File: src/hdl/upl_ram.sv
module upl_ram #(
  parameter int unsigned Width = 8,
  parameter int unsigned Depth = 64
) (
  input  logic                     clk_i,
  input  logic                     we_i,
  input  logic [$clog2(Depth)-1:0] waddr_i,
  input  logic [Width-1:0]         wdata_i,
  input  logic                     re_i,
  input  logic [$clog2(Depth)-1:0] raddr_i,
  output logic [Width-1:0]         rdata_o
);

  logic [Width-1:0] mem_q [Depth];
  logic [Width-1:0] rdata_q;

  always_ff @(posedge clk_i) begin
    if (we_i) begin
      mem_q[waddr_i] <= wdata_i;
    end
  end

  always_ff @(posedge clk_i) begin
    if (re_i) begin
      rdata_q <= mem_q[raddr_i];
    end
  end

  assign rdata_o = rdata_q;

endmodule

File: config.mk
export PLATFORM = sky130hd
export DESIGN_NAME = upl_ram
export DESIGN_NICKNAME = d
export VERILOG_FILES = /design/src/hdl/upl_ram.sv
export SDC_FILE = /design/constraint.sdc
export NUM_CORES = 1
export LEC_CHECK = 0
export ABC_CLOCK_PERIOD_IN_PS = 3200
export BUFFER_PORTS_ARGS = -buffer_cell sky130_fd_sc_hd__buf_2
export CAP_MARGIN = 5
export CORE_UTILIZATION = 50
export DETAILED_ROUTE_END_ITERATION = 8
export PLACE_DENSITY = 0.7
export SKIP_CTS_REPAIR_TIMING = 1
export SLEW_MARGIN = 20
export SYNTH_ARGS = -nofsm -noshare
export SYNTH_HDL_FRONTEND = slang
export SYNTH_SLANG_ARGS = --single-unit
File: constraint.sdc
create_clock -name clk_i -period 3.2 [get_ports clk_i]
set_input_delay 0.64 -clock clk_i [delete_from_list [all_inputs] [get_ports clk_i]]
set_output_delay 0.64 -clock clk_i [all_outputs]
set_load 0.01 [all_outputs]
* After elaboration in Yosys (flattened, before gate mapping)
Memories as Yosys holds them, arrays and structs flattened. A register that Yosys moved wholly into a read port is not among the register bits.
Index checks and enable logic that the tools add are counted.
** Operators by class
- Mux-type cells :: 2
- $add $sub $neg :: 0
- Equal/unequal tests :: 0
- Bitwise gates (word level) :: 0
- $lt $le $gt $ge :: 0
- Divide/modulo/power cells :: 0
- Multiply operators :: 0
- Shifts and indexed selects :: 0
- Reductions and logical operators :: 0
** Operators with widths (count)
- 1-bit two-way mux :: 2
** Storage, ports and cells
- Memory bits (writable) :: 512
- Latch bits :: 0
- Memory bits (read-only) :: 0
- Word-level logic and storage cells :: 3
- Register bits after elaboration :: 0
- Memories kept :: 1
** Memories
- mem_q :: depth 64, bits a word 8, rd ports 1, clocked after memory_dff 1, write ports 1, line 14 : logic [Width-1:0] mem_q [Depth];

* Longest topological paths before layout
Gate-level depths: netlist of run 1.
- Depth after elaboration :: 2
- Depth in mapped cells :: 9
- Depth with buffers taken out :: 5

* Least setup slack after synthesis of run 1
No wires, ideal clock.
- Path kind :: input port to flip-flop
- From :: input port raddr_i[1]
- To :: register rdata_q[3] (netlist: rdata_o[3]) (read register of mem_q), data pin
- Setup slack :: 754 ps
- Arrival time :: 2180 ps
- Stages on the path :: 7
- Library setup time :: 266 ps
- Cells stage by stage :: buf_4 -> buf_2 -> buf_2 -> mux4_2 -> mux4_2 -> o21ai_1 -> o41ai_1
** RTL lines
- from (decl) :: line 10 : input logic [$clog2(Depth)-1:0] raddr_i,
- to (decl) :: line 15 : logic [Width-1:0] rdata_q;

==> results.py, run 1 <==
metrics = {
    "worst_setup_path": {
        "r2r_start": "mem_q[47][1]",
        "start_kind": "input pin",
        "worstPathArrival_ns": 2.72,
        "startpoint": "raddr_i[0]",
        "critical_path.max_fanout": 21,
        "end_kind": "register",
        "critPathKind": "input pin to register",
        "cp.required_ns": 3.49,
    },
    "synth": {
        "postSynthAreaPerCell_um2": 21.5,
        "synthFlopType": "edfxtp_1",
        "synth_top_family_by_area": "multiplexers",
        "syn_nets": 963,
        "synth.most_common_cell": "edfxtp_1",
        "ys_types": 39,
        "synth_area_leader_cell": "edfxtp_1",
        "synth-async-reset-ratio": 0,
        "synth_edf_count": 520,
        "synth_compound_gate_area_share": 0.0206,
        "synth_xor_xnor_area_share": 0,
        "synth_seq_area_share": 0.771,
        "syn_area_um2": 20200,
        "synth.top_cell.area_share": 0.771,
        "ys_ff_latch": 520,
        "synthMuxAreaShare": 0.159,
        "yosys-top-cells-area": "edfxtp_1 77%, mux4_2 14%, nor2_1 1.5%, mux2i_1 1.1%, mux2_2 0.72%",
        "synth.yosys.warnings": 0,
        "yosys.area_share.simple": 0.0337,
        "yosys.area_share.adder": 0,
        "syn-instance-count": 940,
        "ys_top_cells_by_count": "520 x edfxtp_1, 126 x mux4_2, 83 x nor2_1",
    },
    "global_routing": {
        "grt_pass1_wl_mm": 67.3,
        "grt_use_total": 0.227,
        "grt_max_degree": 65,
        "antenna_found_initial": 2,
        "grt_overflow": 0,
        "grt_pass1_vias": 10100,
    },
    "detailed_routing": {
        "drcViolationCount": 0,
        "wl_per_cell_um": 27.9,
        "routed_wl_mm": 45.8,
        "drt_iter0_markers": 1152,
        "dr.pass1.iters": 5,
        "via_per_inst": 6.10,
        "antenna_left": 0,
        "routed-via-count": 10000,
    },
    "sta": {
        "slew_violations": 0,
        "finalCriticalPeriod_ns": 2.43,
        "hold_viol_final": 0,
        "rsz0062_at_grt": "no",
        "skew_ns": 0.0171,
        "setup_slack_ns": 0.771,
        "fin_crit_sh": 0.759,
        "whs_ns": 0.454,
        "fmax_ghz": 0.412,
        "worst-slew-pin-transition_ns": 0.796,
        "setup_violations": 0,
        "fin_tns_setup_ns": 0,
        "maxSlewHeadroom": 0.467,
    },
    "placement": {
        "dp_hpwl_mm": 29.2,
        "io_buffers": 30,
        "globalplace.congestion": 0.846,
        "pre_cts_ws_ns": 0.201,
    },
    "cts": {
        "cts_tree": "yes",
        "path_clk_slew_ns": 0.06,
        "cts_made_buffers": 51,
        "clock_sinks": 520,
        "clkLatencyLatePin_ns": 0.56,
        "cts-root-buf": "clkbuf_16",
        "htreeDepth": 2,
        "clock_path_buffers": 3,
    },
    "status": {
        "outcome": "complete, no violations",
    },
    "floorplanning": {
        "die_w_um": 203,
        "die_area_um2": 41300,
        "start_util": 0.508,
        "die_h_um": 203,
        "io_pins": 31,
        "rows": 73,
        "fp.coreArea_um2": 39800,
    },
    "cells_and_area": {
        "nets": 1098,
        "fillers": 2845,
        "drive_gt1_frac": 0.305,
        "syn_to_final_growth_pct": 14.6,
    },
    "power_and_ir_drop": {
        "p_leak_nw": 7.42,
        "total_power_mw": 14.0,
        "vdd_drop_max_uv": 406,
        "power.density_nw_per_um2": 605,
    },
    "hold_path": {
        "min_from": "re_i",
        "min_path_type": "input pin to register",
    },
    "run": {
        "cap_violations": 0,
    },
}
-- state kept, by name (all words and copies together) (netlist names) --
register,cells
mem_q,512
rdata_o,8
-- logic make-up after synthesis --
kind of cell	after synthesis
simple gates	153
buf+inv	51
compound gates	54
mux	162
flops	520
-- per-layer routing --
layer  routed length (um)  GRT usage
met5                   13          0
met4                 1350     0.0730
met3                 3920     0.0467
met2                22300      0.364
met1                18200      0.315
-- final cells by class --
class,instances,area (um2),area share
multi-input combinational,369,4320,0.186
clock buffer,64,1370,0.0589
clock inverter,29,230,0.00992
tap,525,657,0.0283
sequential,520,15600,0.673
antenna,1,2.50,0.000108
timing repair buffer,133,1010,0.0437
-- worst paths after layout --
check / endpoint / slack (ns) / cells after the start
min: rdata_o[2] / 0.45 / 1
max reg2reg: rdata_o[1] / 1.04 / 4
max: rdata_o[4] / 0.77 / 7
min reg2reg: rdata_o[6] / 0.93 / 3
-- cell usage in the layout, fill, tap and decap left out, types with 4 or more instances in the layout --
master	instances
bufinv_16	4
clkbuf_16	53
buf_2	26
a221oi_1	6
mux2i_1	23
buf_4	100
nor2_1	83
nor2b_1	14
nor3_1	7
mux4_2	126
buf_12	6
edfxtp_1	520
nand2b_1	7
clkinv_1	16
nand2_1	19
o22ai_1	8
nand3_1	13
clkinv_2	7
mux2_2	13
clkbuf_1	11
a211oi_1	4
o221ai_1	8
-- critical path, cell delays in order --
cell and delay [ns]:
clkbuf_8 0.30, buf_12 0.23, mux4_2 0.51, mux2_2 0.28
o221a_2 0.27, nor3_1 0.33, o32ai_1 0.14
-- power by group --
group          internal, mW  switching (mW)  total, mW  leakage, nW
Combinational         0.283           0.441      0.724         1.96
Clock                  3.33            2.42       5.75        0.775
Sequential             7.55          0.0206       7.57         4.69
Total                  11.2            2.88       14.0         7.42
-- stage by stage --
step / cell area [um2] / cells / util
after floorplan: 20200 / 940 / -
after global placement: 21600 / 1547 / 0.542
after detailed placement: 21600 / 1547 / 0.542
after CTS: 23200 / 1640 / 0.583
after global routing: 23200 / 1641 / 0.583
final: 23200 / 1641 / 0.583
Power figures use the tool's default switching activity.
==> inputs of run 2 (changes only) <==
Settings changed: ABC_AREA from default to 1, ABC_CLOCK_PERIOD_IN_PS 3200 to 2100, PLACE_DENSITY 0.7 to 0.72.
Clock period 3.2 ns to 2.1 ns, I/O delays scaled along.
==> results.py, run 2 <==
metrics = {
    "sta": {
        "finalCriticalPeriod_ns": 1.68,
        "whs_ns": 0.231,
        "hold_viol_final": 0,
        "rsz0062_at_grt": "no",
        "setup_violations": 0,
        "maxSlewHeadroom": 0.467,
        "worst-slew-pin-transition_ns": 0.799,
        "fmax_ghz": 0.594,
        "fin_crit_sh": 0.802,
        "slew_violations": 0,
        "setup_slack_ns": 0.416,
        "skew_ns": 0.0138,
    },
    "floorplanning": {
        "fp.coreArea_um2": 42100,
        "die_w_um": 209,
        "io_pins": 31,
        "die_area_um2": 43700,
        "die_h_um": 209,
        "rows": 75,
        "start_util": 0.508,
    },
    "cells_and_area": {
        "fin_util": 0.576,
        "fin_area_um2": 24300,
        "final_common_cell": "nand2_1",
        "largest_reg_flops": 512,
        "nets": 1923,
        "syn_to_final_growth_pct": 13.3,
        "drive_gt1_frac": 0.118,
        "final_cell_mix": "648 x nand2_1, 520 x edfxtp_1, 439 x nand3_1, 102 x buf_4, 56 x nor2_1",
        "largest_register": "mem_q",
    },
    "cts": {
        "cts_made_buffers": 51,
        "cts_tree": "yes",
        "clkLatencyLatePin_ns": 0.59,
        "htreeDepth": 2,
        "clock_sinks": 520,
        "cts-root-buf": "clkbuf_16",
        "path_clk_slew_ns": 0.06,
        "clock_path_buffers": 3,
    },
    "detailed_routing": {
        "via_per_inst": 5.77,
        "wl_per_cell_um": 20.9,
        "drt_iter0_markers": 1628,
        "dr.pass1.iters": 6,
        "routed_wl_mm": 51.9,
        "drcViolationCount": 0,
        "antenna_left": 0,
        "routed-via-count": 14300,
    },
    "placement": {
        "pre_cts_ws_ns": 0.0510,
        "io_buffers": 30,
        "dpl_cell_area_um2": 22700,
        "dp_hpwl_mm": 30.1,
        "globalplace.congestion": 0.862,
    },
    "run": {
        "cap_violations": 0,
    },
    "worst_setup_path": {
        "critPathKind": "register to primary output",
        "critical_path.max_fanout": 1,
        "critPathTopFamily": "flip-flops",
        "cp.required_ns": 1.68,
        "end_kind": "primary output",
        "cp_num_buf_inv": 1,
        "r2r-end": "rdata_o[5]",
        "start_kind": "register",
        "path_cells": "buf_2",
        "slowest_delay_ns": 0.48,
        "rr_worst_depth": 8,
        "worstPathArrival_ns": 1.26,
        "r2r_slack_ns": 0.61,
        "r2r_start": "mem_q[2][5]",
        "cp_slowest_cell": "edfxtp_1",
    },
    "status": {
        "outcome": "complete, no violations",
    },
    "synth": {
        "synth.top_cell.area_share": 0.729,
        "syn_area_um2": 21400,
        "synthFlopType": "edfxtp_1",
        "ys_types": 15,
        "postSynthAreaPerCell_um2": 11.9,
        "syn-instance-count": 1805,
        "syn_nets": 1828,
        "ys_top_cells_by_count": "648 x nand2_1, 520 x edfxtp_1, 439 x nand3_1",
        "yosys-top-cells-area": "edfxtp_1 73%, nand2_1 11%, nand3_1 10%, buf_6 1.8%, nor2_1 0.98%",
        "synth_area_leader_cell": "edfxtp_1",
        "synth.yosys.warnings": 0,
        "ys_ff_latch": 520,
        "synth_seq_area_share": 0.729,
        "synth-async-reset-ratio": 0,
        "synth.most_common_cell": "nand2_1",
        "synth_edf_count": 520,
    },
    "global_routing": {
        "grt_pass1_vias": 14300,
        "top_usage_layer": "met2",
        "grt_max_degree": 65,
        "antenna_found_initial": 2,
        "grt_overflow": 0,
        "grt_util_met2": 0.384,
        "grt_use_total": 0.243,
        "gr-usage-met3": 0.0493,
        "grt_pass1_wl_mm": 80.6,
        "met1_usage": 0.337,
    },
    "power_and_ir_drop": {
        "power.density_nw_per_um2": 894,
        "vdd_drop_max_uv": 640,
        "p_leak_nw": 8.90,
    },
    "hold_path": {
        "hold_depth": 1,
        "hold_end": "rdata_o[2]",
        "min_from": "re_i",
        "min_path_type": "input pin to register",
    },
}
==> run 2: changes by cell type after synthesis, sizes merged, moves of 8 or more <==
cell / delta
inv: +12
mux2: -13
nor2: -27
buf: +64
nand2: +629
nor2b: -14
mux4: -126
mux2i: -23
nand3: +426
o221ai: -8
o22ai: -8
==> run 2: cell type report <==
type / count / area (um2)
well taps: 539 / 674
fillers: 3306 / 17900
flip-flops and latches: 520 / 15600
repair buffers: 155 / 1400
inverters: 12 / 52.6
multi-input cells: 1160 / 4950
diodes: 2 / 5.00
clock inverters: 32 / 228
clock buffers: 60 / 1350
==> run 2: where the power goes <==
group	internal [mW]	switching, mW	total (mW)
Clock	4.94	3.80	8.74
Sequential	11.5	0.0295	11.5
Combinational	0.407	1.01	1.42
Total	16.9	4.84	21.7
==> run 2: cells by family (layout without fill, tap and decap cells) <==
kind of cell | Yosys count | after routing | synth area share
other | 0 | 2 | 0
buffers and inverters | 125 | 259 | 0.0401
AND/OR/NAND/NOR | 1160 | 1160 | 0.231
flip-flops | 520 | 520 | 0.729
==> run 2: layer usage <==
| metal | wire length [um] | share of wire |
|---|---|---|
| met5 | 16 | 0.00031 |
| met4 | 1510 | 0.029 |
| met3 | 4950 | 0.095 |
| met2 | 24100 | 0.46 |
| met1 | 21400 | 0.41 |
==> run 2: worst max path at each step <==
stage          slack [ns]           end  cells past startpoint  startpoint
6_report             0.42    rdata_o[2]                      1  rdata_o[2]
5_1_grt              0.40    rdata_o[2]                      1  rdata_o[2]
4_1_cts              0.39    rdata_o[2]                      1  rdata_o[2]
3_5_place_dp         0.05    rdata_o[2]                     12  raddr_i[0]
3_3_place_gp         0.04    rdata_o[3]                     12  raddr_i[0]
2_1_floorplan       -0.09  mem_q[48][0]                      3        we_i
==> run 2: through the flow <==
step	instances	setup TNS (ns)	total power, mW
floorplan	1805	-5.51	12.6
global placement	2386	0	13.1
detailed placement	2386	0	13.1
CTS	2478	0	21.8
global route	2478	0	22.3
finish	2480	0	21.7
